==> src/rtl/sisc_pkg.sv <==
// shared types and codes for the staged inactivity sleep controller
// no dependencies

package sisc_pkg;

  typedef struct packed {
    logic [2:0] command;
    logic [1:0] activity_source;
    logic [2:0] wake_reason;
    logic [3:0] blocker_code;
  } sisc_in_t;

  typedef struct packed {
    logic        status;
    logic [2:0]  action;
    logic [2:0]  event_reason;
    logic [1:0]  stage_now;
    logic        armed_now;
    logic        blocked_now;
    logic [3:0]  blocker_now;
    logic [2:0]  last_reason;
    logic [15:0] idle_seconds;
    logic [15:0] display_seconds_left;
    logic [15:0] light_seconds_left;
    logic        ready_res;
  } sisc_out_t;

  localparam logic [2:0] CMD_TICK        = 3'd0;
  localparam logic [2:0] CMD_INIT        = 3'd1;
  localparam logic [2:0] CMD_APPLY       = 3'd2;
  localparam logic [2:0] CMD_NO_MOTION   = 3'd3;
  localparam logic [2:0] CMD_ACTIVITY    = 3'd4;
  localparam logic [2:0] CMD_LIGHT_WAKE  = 3'd5;

  localparam logic [1:0] SRC_MOTION      = 2'd2;

  localparam logic [2:0] ACT_NONE        = 3'd0;
  localparam logic [2:0] ACT_DISP_SLEEP  = 3'd1;
  localparam logic [2:0] ACT_DISP_WAKE   = 3'd2;
  localparam logic [2:0] ACT_LIGHT_SLEEP = 3'd3;
  localparam logic [2:0] ACT_LIGHT_WAKE  = 3'd4;

  localparam logic [2:0] RSN_NONE        = 3'd0;
  localparam logic [2:0] RSN_INACTIVITY  = 3'd1;
  localparam logic [2:0] RSN_MOTION      = 3'd2;
  localparam logic [2:0] RSN_INTERACTION = 3'd3;
  localparam logic [2:0] RSN_SETTINGS    = 3'd4;

  localparam logic [1:0] STG_AWAKE       = 2'd0;
  localparam logic [1:0] STG_DISPLAY     = 2'd1;
  localparam logic [1:0] STG_LIGHT       = 2'd2;

  localparam logic [2:0] REG_ENABLE      = 3'd0;
  localparam logic [2:0] REG_DISP        = 3'd1;
  localparam logic [2:0] REG_LIGHT       = 3'd2;
  localparam logic [2:0] REG_MOTION_WAKE = 3'd3;
  localparam logic [2:0] REG_INTER_WAKE  = 3'd4;

endpackage

==> src/rtl/staged_inactivity_sleep_controller.sv <==
// staged inactivity sleep controller: input register, command logic, result register
// depends on sisc_pkg
//
//   channel | handshake               | payload
//   in      | in_valid / in_stall     | in_data   (sisc_in_t)
//   out     | out_valid / out_stall   | out_data  (sisc_out_t)
//   cfg     | cfg_valid / cfg_ready   | cfg_index, cfg_data
//
// one item per cycle while out is not stalled; each item is held in the input register, then in the result register
// the command logic sits between the input register and the result register
// rst_n is synchronous; it clears state, settings, registers and both valid flags
// a stall on out holds the result; the input register keeps taking items while it can move on
// cfg_ready is always high; staged registers take effect only on the apply command

module staged_inactivity_sleep_controller #(
  parameter int COUNT_BITS = 16
) (
  input  logic                 clk,
  input  logic                 rst_n,
  input  logic                 in_valid,
  output logic                 in_stall,
  input  sisc_pkg::sisc_in_t   in_data,
  output logic                 out_valid,
  input  logic                 out_stall,
  output sisc_pkg::sisc_out_t  out_data,
  input  logic                 cfg_valid,
  output logic                 cfg_ready,
  input  logic [2:0]           cfg_index,
  input  logic [15:0]          cfg_data
);

  import sisc_pkg::*;

  localparam int CW = (COUNT_BITS > 16) ? COUNT_BITS : 16;
  localparam logic [COUNT_BITS-1:0] COUNT_MAX = {COUNT_BITS{1'b1}};

  // staged registers
  logic        reg_en_r, reg_mw_r, reg_iw_r;
  logic [15:0] reg_disp_r, reg_light_r;
  // active settings
  logic        act_en_r, act_mw_r, act_iw_r;
  logic [15:0] act_disp_r, act_light_r;
  logic        act_en_nxt, act_mw_nxt, act_iw_nxt;
  logic [15:0] act_disp_nxt, act_light_nxt;

  logic [1:0]            stage_r, stage_nxt;
  logic                  armed_r, armed_nxt;
  logic [COUNT_BITS-1:0] cnt_r, cnt_nxt;
  logic [3:0]            blk_r, blk_nxt;
  logic [2:0]            trsn_r, trsn_nxt;
  logic                  init_r, init_nxt;

  logic      s1_valid_r;
  sisc_in_t  s1_r;
  logic      s1_adv;
  logic      out_valid_r;
  sisc_out_t out_r, out_nxt;

  logic        status, motion;
  logic [2:0]  action, ereason, wreason;
  logic [CW-1:0] cnt_ext, disp_ext, light_ext;

  assign cfg_ready = 1'b1;
  assign s1_adv    = s1_valid_r && (!out_valid_r || !out_stall);
  assign in_stall  = s1_valid_r && !s1_adv;
  assign out_valid = out_valid_r;
  assign out_data  = out_r;

  always_comb begin
    act_en_nxt    = act_en_r;
    act_disp_nxt  = act_disp_r;
    act_light_nxt = act_light_r;
    act_mw_nxt    = act_mw_r;
    act_iw_nxt    = act_iw_r;
    stage_nxt     = stage_r;
    armed_nxt     = armed_r;
    cnt_nxt       = cnt_r;
    blk_nxt       = blk_r;
    trsn_nxt      = trsn_r;
    init_nxt      = init_r;
    status        = 1'b0;
    action        = ACT_NONE;
    ereason       = RSN_NONE;
    motion        = (s1_r.activity_source == SRC_MOTION);
    wreason       = (s1_r.wake_reason > RSN_SETTINGS) ? RSN_NONE : s1_r.wake_reason;
    disp_ext      = CW'(act_disp_r);
    light_ext     = CW'(act_light_r);
    cnt_ext       = '0;
    case (s1_r.command)
      CMD_TICK: begin
        blk_nxt = s1_r.blocker_code;
        if (s1_r.blocker_code != 4'd0 && armed_r) begin
          cnt_nxt = '0;
        end
        if (init_r && act_en_r && armed_r && s1_r.blocker_code == 4'd0) begin
          if (cnt_r != COUNT_MAX) begin
            cnt_nxt = cnt_r + 1'b1;
          end
          cnt_ext = CW'(cnt_nxt);
          if (act_light_r != 16'd0 && cnt_ext >= light_ext && stage_r == STG_DISPLAY) begin
            stage_nxt = STG_LIGHT;
            trsn_nxt  = RSN_INACTIVITY;
            action    = ACT_LIGHT_SLEEP;
            ereason   = RSN_INACTIVITY;
          end else if (act_disp_r != 16'd0 && cnt_ext >= disp_ext &&
                       stage_r == STG_AWAKE) begin
            stage_nxt = STG_DISPLAY;
            trsn_nxt  = RSN_INACTIVITY;
            action    = ACT_DISP_SLEEP;
            ereason   = RSN_INACTIVITY;
          end
        end
      end
      CMD_INIT: begin
        if (!init_r) begin
          if (act_disp_r != 16'd0 && act_light_r != 16'd0 && act_light_r < act_disp_r) begin
            status = 1'b1;
          end else begin
            armed_nxt = 1'b0;
            cnt_nxt   = '0;
            stage_nxt = STG_AWAKE;
            trsn_nxt  = RSN_NONE;
            blk_nxt   = 4'd0;
            init_nxt  = 1'b1;
          end
        end
      end
      CMD_APPLY: begin
        if (reg_disp_r != 16'd0 && reg_light_r != 16'd0 && reg_light_r < reg_disp_r) begin
          status = 1'b1;
        end else begin
          act_en_nxt    = reg_en_r;
          act_disp_nxt  = reg_disp_r;
          act_light_nxt = reg_light_r;
          act_mw_nxt    = reg_mw_r;
          act_iw_nxt    = reg_iw_r;
          ereason       = RSN_SETTINGS;
          if (!reg_en_r && stage_r != STG_AWAKE) begin
            action    = (stage_r == STG_LIGHT) ? ACT_LIGHT_WAKE : ACT_DISP_WAKE;
            stage_nxt = STG_AWAKE;
            trsn_nxt  = RSN_SETTINGS;
            armed_nxt = 1'b0;
            cnt_nxt   = '0;
          end
        end
      end
      CMD_NO_MOTION: begin
        if (!init_r || !act_en_r || stage_r != STG_AWAKE || armed_r) begin
          status = 1'b1;
        end else begin
          armed_nxt = 1'b1;
          cnt_nxt   = '0;
          blk_nxt   = s1_r.blocker_code;
        end
      end
      CMD_ACTIVITY: begin
        armed_nxt = 1'b0;
        cnt_nxt   = '0;
        if (stage_r == STG_LIGHT && !motion && act_iw_r) begin
          stage_nxt = STG_AWAKE;
          trsn_nxt  = RSN_INTERACTION;
          action    = ACT_LIGHT_WAKE;
          ereason   = RSN_INTERACTION;
        end else if (stage_r == STG_DISPLAY &&
                     ((motion && act_mw_r) || (!motion && act_iw_r))) begin
          stage_nxt = STG_AWAKE;
          trsn_nxt  = motion ? RSN_MOTION : RSN_INTERACTION;
          action    = ACT_DISP_WAKE;
          ereason   = motion ? RSN_MOTION : RSN_INTERACTION;
        end
      end
      CMD_LIGHT_WAKE: begin
        if (stage_r != STG_LIGHT) begin
          status = 1'b1;
        end else begin
          stage_nxt = STG_AWAKE;
          trsn_nxt  = wreason;
          armed_nxt = 1'b0;
          cnt_nxt   = '0;
        end
      end
      default: begin
        status = 1'b1;
      end
    endcase

    // snapshot after the update
    cnt_ext       = CW'(cnt_nxt);
    disp_ext      = CW'(act_disp_nxt);
    light_ext     = CW'(act_light_nxt);
    out_nxt.status       = status;
    out_nxt.action       = action;
    out_nxt.event_reason = ereason;
    out_nxt.stage_now    = stage_nxt;
    out_nxt.armed_now    = armed_nxt;
    out_nxt.blocked_now  = (blk_nxt != 4'd0);
    out_nxt.blocker_now  = blk_nxt;
    out_nxt.last_reason  = trsn_nxt;
    out_nxt.ready_res    = init_nxt;
    if (!armed_nxt) begin
      out_nxt.idle_seconds = 16'd0;
    end else if (cnt_ext > CW'(16'hFFFF)) begin
      out_nxt.idle_seconds = 16'hFFFF;
    end else begin
      out_nxt.idle_seconds = cnt_ext[15:0];
    end
    if (!armed_nxt) begin
      out_nxt.display_seconds_left = act_disp_nxt;
    end else if (act_disp_nxt == 16'd0 || cnt_ext >= disp_ext) begin
      out_nxt.display_seconds_left = 16'd0;
    end else begin
      out_nxt.display_seconds_left = act_disp_nxt - cnt_ext[15:0];
    end
    if (!armed_nxt) begin
      out_nxt.light_seconds_left = act_light_nxt;
    end else if (act_light_nxt == 16'd0 || cnt_ext >= light_ext) begin
      out_nxt.light_seconds_left = 16'd0;
    end else begin
      out_nxt.light_seconds_left = act_light_nxt - cnt_ext[15:0];
    end
  end

  always_ff @(posedge clk) begin
    if (!rst_n) begin
      reg_en_r    <= 1'b0;
      reg_disp_r  <= 16'd0;
      reg_light_r <= 16'd0;
      reg_mw_r    <= 1'b0;
      reg_iw_r    <= 1'b0;
      act_en_r    <= 1'b0;
      act_disp_r  <= 16'd0;
      act_light_r <= 16'd0;
      act_mw_r    <= 1'b0;
      act_iw_r    <= 1'b0;
      stage_r     <= STG_AWAKE;
      armed_r     <= 1'b0;
      cnt_r       <= '0;
      blk_r       <= 4'd0;
      trsn_r      <= RSN_NONE;
      init_r      <= 1'b0;
      s1_valid_r  <= 1'b0;
      out_valid_r <= 1'b0;
    end else begin
      if (cfg_valid && cfg_ready) begin
        case (cfg_index)
          REG_ENABLE:      reg_en_r    <= cfg_data[0];
          REG_DISP:        reg_disp_r  <= cfg_data;
          REG_LIGHT:       reg_light_r <= cfg_data;
          REG_MOTION_WAKE: reg_mw_r    <= cfg_data[0];
          REG_INTER_WAKE:  reg_iw_r    <= cfg_data[0];
          default: begin
          end
        endcase
      end
      if (s1_adv) begin
        act_en_r    <= act_en_nxt;
        act_disp_r  <= act_disp_nxt;
        act_light_r <= act_light_nxt;
        act_mw_r    <= act_mw_nxt;
        act_iw_r    <= act_iw_nxt;
        stage_r     <= stage_nxt;
        armed_r     <= armed_nxt;
        cnt_r       <= cnt_nxt;
        blk_r       <= blk_nxt;
        trsn_r      <= trsn_nxt;
        init_r      <= init_nxt;
        out_valid_r <= 1'b1;
      end else if (!out_stall) begin
        out_valid_r <= 1'b0;
      end
      if (in_valid && !in_stall) begin
        s1_valid_r <= 1'b1;
      end else if (s1_adv) begin
        s1_valid_r <= 1'b0;
      end
    end
  end

  always_ff @(posedge clk) begin
    if (in_valid && !in_stall) begin
      s1_r <= in_data;
    end
    if (s1_adv) begin
      out_r <= out_nxt;
    end
  end

  a_init_sticky: assert property (@(posedge clk) disable iff (!rst_n)
    $past(rst_n) |-> !$fell(init_r))
    else $error("initialized flag cleared outside reset");

  a_armed_needs_init: assert property (@(posedge clk) disable iff (!rst_n)
    armed_r |-> init_r)
    else $error("counter armed before init");

  a_idle_count_zero: assert property (@(posedge clk) disable iff (!rst_n)
    !armed_r |-> (cnt_r == '0))
    else $error("inactivity count nonzero while disarmed");

  a_stall_has_item: assert property (@(posedge clk) disable iff (!rst_n)
    in_stall |-> (s1_valid_r && out_valid_r))
    else $error("input stalled with room in the pipeline");

endmodule

==> config.mk <==
export PLATFORM = sky130hd
export DESIGN_NAME = staged_inactivity_sleep_controller
export DESIGN_NICKNAME = d
export VERILOG_FILES = /design/src/rtl/sisc_pkg.sv /design/src/rtl/staged_inactivity_sleep_controller.sv
export SDC_FILE = /design/constraint.sdc
export NUM_CORES = 1
export LEC_CHECK = 0
export BUFFER_PORTS_ARGS = -buffer_cell sky130_fd_sc_hd__buf_4
export CORE_ASPECT_RATIO = 1.2
export CORE_MARGIN = 3
export CORE_UTILIZATION = 40
export CTS_CLUSTER_SIZE = 16
export DETAILED_ROUTE_END_ITERATION = 12
export MAX_ROUTING_LAYER = met4
export PLACE_DENSITY_LB_ADDON = 0.25
export SLEW_MARGIN = 30
export SYNTH_ARGS = -nofsm -noshare
export SYNTH_HDL_FRONTEND = slang
export SYNTH_SLANG_ARGS = --single-unit
==> constraint.sdc <==
create_clock -name clk -period 5.35 [get_ports clk]
set_clock_uncertainty 0.1 [all_clocks]
set_input_delay 0.535 -clock clk [delete_from_list [all_inputs] [get_ports clk]]
set_output_delay 0.535 -clock clk [all_outputs]
set_load 0.02 [all_outputs]
---- After elaboration in Yosys (flattened, before gate mapping) ----
Cells that the tools add are included.
Widths: inputs -> output; s select.
word-level totals
  register bits ........................... 178
  output and inout port bits .............. 70
  logic and storage cells ................. 202
operators by class
  add/sub/neg operators ................... 3
  order comparisons ....................... 8
  equality and inequality tests ........... 15
  muxes and demuxes ....................... 84
  bitwise operators ....................... 1
  reduce and logical (&&, ||, !) cells .... 57
operator list
  kind                   count
  $mux 16                20
  $pmux 16 s6            1
  $ge 16x16->1           4
  $reduce_bool 16->1     4
  $mux 3                 16
  $logic_not 16->1       2
  $lt 16x16->1           2
  $sub 16x16->16         2
  $mux 2                 15
  $mux 1                 22
  $logic_and 1x1->1      21
  $pmux 3 s3             2
  $add 16x1->16 const B  1
  $gt 16x16->1 const B   1
  $ne 16x16->1 const B   1
  $pmux 3 s5             1
  $eq 3x2->1 const B     4
  $mux 4                 3
  $pmux 4 s3             1
  $pmux 1 s5             2
  $pmux 2 s5             1
  $reduce_and 2->1       5
  $eq 3x3->1 const B     3
  $logic_not 1->1        8
  15 further kinds       26

---- Longest topological paths before layout ----
  word-level depth ........................ 13
  gate-level depth with buffers ........... 22

---- Worst setup path before layout ----
Ideal clock, no wire load.
  kind .................................... register to register
  start ................................... register cnt_r[0]
  end ..................................... register out_r (netlist bit out_data[18]), data pin
  setup time .............................. 0.152 ns
  arrival ................................. 4.382 ns
  setup slack ............................. 0.716 ns
  stages on the path, launching flop included .. 21
  period minus slack after synthesis ...... 4.634 ns
  cells stage by stage .................... dfxtp_1 ha_1 nand3_1 nand2b_1 or3_1 clkbuf_1 nand2_1 nand2_1 nand2_1 a21boi_0 inv_1 fa_1 nor2b_1 o31ai_1 a21oi_1 o21ai_0 o21ai_0 nor3_1 or3_4 buf_6 o22ai_1
RTL lines
  item                    RTL line                                   text
  start, declared         staged_inactivity_sleep_controller.sv:48   logic [COUNT_BITS-1:0] cnt_r, cnt_nxt;
  start signal, assigned  staged_inactivity_sleep_controller.sv:263  cnt_r <= cnt_nxt;
  end signal, assigned    staged_inactivity_sleep_controller.sv:284  out_r <= out_nxt;
  end, declared           staged_inactivity_sleep_controller.sv:57   sisc_out_t out_r, out_nxt;

==> results_dict.tcl <==
set metrics [dict create \
    status "complete, no violations" \
    ys_types 77 \
    port-buffer-count 104 \
    drv_cap 0 \
    cts.sinks 178 \
    min_period_ps 5110 \
    comb_power_share_pct 9.6 \
    htreeDepth 4 \
    place_congestion 0.958 \
    finalHoldViolations 0 \
    drtPass1Iterations 5 \
    cp.required_ps 5450 \
    ys.flop_type "dfxtp_1" \
    tns_ps 0 \
    rsz0062_at_grt "no" \
    dp_hpwl_mm 27.2 \
    syn-instance-count 1270 \
    synth_warnings 0 \
    antenna_cells 0 \
    endpoint_kind "flip-flop" \
    power_switching_share_pct 25.3 \
    antenna_found_initial 0 \
    cp.arrival_ps 5210 \
    yosysSeqAreaShare_pct 38.9 \
    grt_overflow_total 0 \
    core_mm2 0.0273 \
    die_area_mm2 0.0300 \
    die_h_um 189 \
    drive_gt1_share_pct 19.8 \
    synth_area_mm2 0.0112 \
    grt_pass1_vias 9821 \
    fmax_mhz 196 \
    rows 66 \
    drt_iter0_drc 771 \
    p_per_area_mw_per_mm2 224 \
    num_vias 10200 \
    cts_tree "yes" \
    fin_crit_sh_pct 95.6 \
    maxSlewViolCount 0 \
    wire_per_inst_um 19.2 \
    slew_headroom_pct 36.5 \
    max_slew.worst_pin.slew_ps 953 \
    nets 1584 \
    setup_viol 0 \
    critPathLaunchType "flip-flop" \
    viasPerCell 5.56 \
    drc 0 \
    ctsHoldBuffers 0 \
    area_delta_synth_final_pct 22.6 \
    numCtsBuffers 17 \
    irDropWorstVdd_v 0.000178 \
    seq_power_share_pct 47.8 \
    cts-root-buf "clkbuf_16" \
    ioPinCount 106 \
    ys_seq_elements 178 \
    final_cell_mix "206 x buf_4, 168 x nand2_1, 103 x nor2_1" \
    seqCellArea_mm2 0.00435 \
    cts.clk_slew.worst_paths_ps 70 \
    ant_nets 0 \
    hold_path_class "input port to flip-flop" \
    die_x_um 159 \
    avgSynthCellArea_um2 8.82 \
    nFillCells 2660 \
    synthesis.nets 1403 \
    final_common_cell "buf_4" \
    power_switching_w 0.000778 \
    async_flop_share_pct 0 \
    multi_input_area_mm2 0.00642 \
    clockBufferDepth 2 \
    start_util_pct 41.0 \
    pwr-share-clk_pct 42.6 \
    crit_type "flip-flop to flip-flop" \
    path_max_fanout 13 \
    synth-edff-count 79 \
    grt_max_degree 79 \
    power_leakage_nw 5.85 \
    grt_first_pass_wirelength_mm 54.9 \
    drt-total-wl_mm 35.3 \
    utilization_pct 50.2 \
    clock_latency_ps 450 \
    grt_use_total_pct 23.8 \
    power.internal_w 0.00230 \
]
==> cells in the mapped netlist (6+ instances only) <==
cell type  number  area [um2]
nand2_1       168         631
nor2_1        105         394
a21oi_1       101         505
dfxtp_1        99        1980
ha_1           95        1190
edfxtp_1       79        2370
o21ai_0        73         365
inv_1          69         259
mux2i_1        53         531
nand3_1        47         235
clkbuf_1       31         116
nor3_1         27         135
nand2b_1       19         119
nor4_1         19         119
a21o_1         18         135
mux2_2         14         158
xnor2_1        14         123
buf_2          13        65.1
o31ai_1        13        97.6
o21a_1         12        90.1
a211oi_1       11        82.6
nor2b_1        11        68.8
o21ai_1        11        55.1
xor2_1         11        96.3
o22ai_1        10        62.6
and2_1          9        56.3
nand4_1         9        56.3
or3_1           8        50.1
a22oi_1         7        52.6
a32o_1          7        70.1
and3_1          7        43.8
o21bai_1        6        45.0
or2_2           6        37.5
==> per-layer routing <==
layer | routed length (um) | GRT usage, % | vias to the layer above
met5 | 0 | - | -
met3 | 1690 | 3.68 | 60
met2 | 16600 | 38.3 | 298
met1 | 15900 | 30.5 | 4879
li1 | - | - | 4988
met4 | 1120 | 9.06 | 0
==> final cells by class <==
class                           instances  share of cell area [%]
Multi-Input combinational cell        972                    46.8
Clock buffer                           20                    3.34
Tap cell                              374                    3.41
Sequential cell                       178                    31.7
Inverter                               72                    1.98
Timing Repair Buffer                  210                    11.7
Clock inverter                         12                    1.04
==> stage by stage <==
stage / total power, W / cell area (um2) / hold WS (ps) / setup slack [ps] / cells
after floorplan: 0.00166 / 11200 / 351 / 716 / 1270
after global placement: 0.00179 / 13100 / 374 / 196 / 1804
after detailed placement: 0.00179 / 13100 / 383 / 106 / 1804
after CTS: 0.00309 / 13700 / 145 / 14.1 / 1836
after global routing: 0.00317 / 13700 / 148 / 5.03 / 1838
final: 0.00307 / 13700 / 155 / 237 / 1838
==> critical path, stage by stage (launching register included) <==
cell,delay [ps]
dfxtp_1,400
inv_1,100
ha_1,310
a211o_1,250
a21oi_1,140
o31ai_1,100
a211o_1,390
o211ai_4,230
nand4b_1,230
buf_12,170
a21oi_1,50
or2_2,320
ha_1,330
nor2b_1,170
o31ai_2,240
a21oi_1,150
buf_4,170
o21ai_1,140
a21oi_1,110
o21a_1,190
or3_1,300
a32o_1,250
==> worst paths after layout <==
kind / startpoint / end / slack (ps) / cells past startpoint
worst max-delay path: act_disp_r[5]$_SDFFE_PN0P_ / out_data[27]$_DFFE_PP_ / 240 / 21
worst min-delay path: in_data[4] / s1_r[4]$_DFFE_PP_ / 150 / 1
worst max register to register: act_disp_r[5]$_SDFFE_PN0P_ / out_data[27]$_DFFE_PP_ / 240 / 21
worst min register to register: reg_disp_r[11]$_SDFFE_PN0P_ / reg_disp_r[11]$_SDFFE_PN0P_ / 390 / 2
==> sequential cells by signal, indices dropped and copies added, names as in the netlist, 2 cells and up <==
name         cells
out_data        67
reg_disp_r      16
stage_r          2
act_light_r     16
act_disp_r      16
blk_r            4
trsn_r           3
reg_light_r     16
s1_r            12
cnt_r           16
==> power groups by stage <==
stage	logic, W	clock network (W)	registers, W
global route	0.000319	0.00138	0.00147
floorplan	0.000138	0	0.00152
detailed placement	0.000289	0	0.00150
finish	0.000295	0.00131	0.00147
global placement	0.000287	0	0.00150
CTS	0.000289	0.00133	0.00147
==> cell families after synthesis <==
kind of cell | after synthesis | synth area share [%]
AO/OA/AOI/OAI | 331 | 19.1
XOR/XNOR | 25 | 1.96
flip-flops | 178 | 38.9
AND/OR/NAND/NOR | 451 | 18.6
other | 1 | 0.0335
adder cells (fa/ha/maj) | 97 | 11.0
buffers and inverters | 120 | 4.27
multiplexers | 67 | 6.15
==> repair_timing <==
action / CTS / global route
endpoints found under the hold margin: 0 / 0
resized for setup: 0 / 16
endpoints found under the setup margin: 0 / 32
buffers inserted: 0 / 2
(Power assumes the default switching activity.)
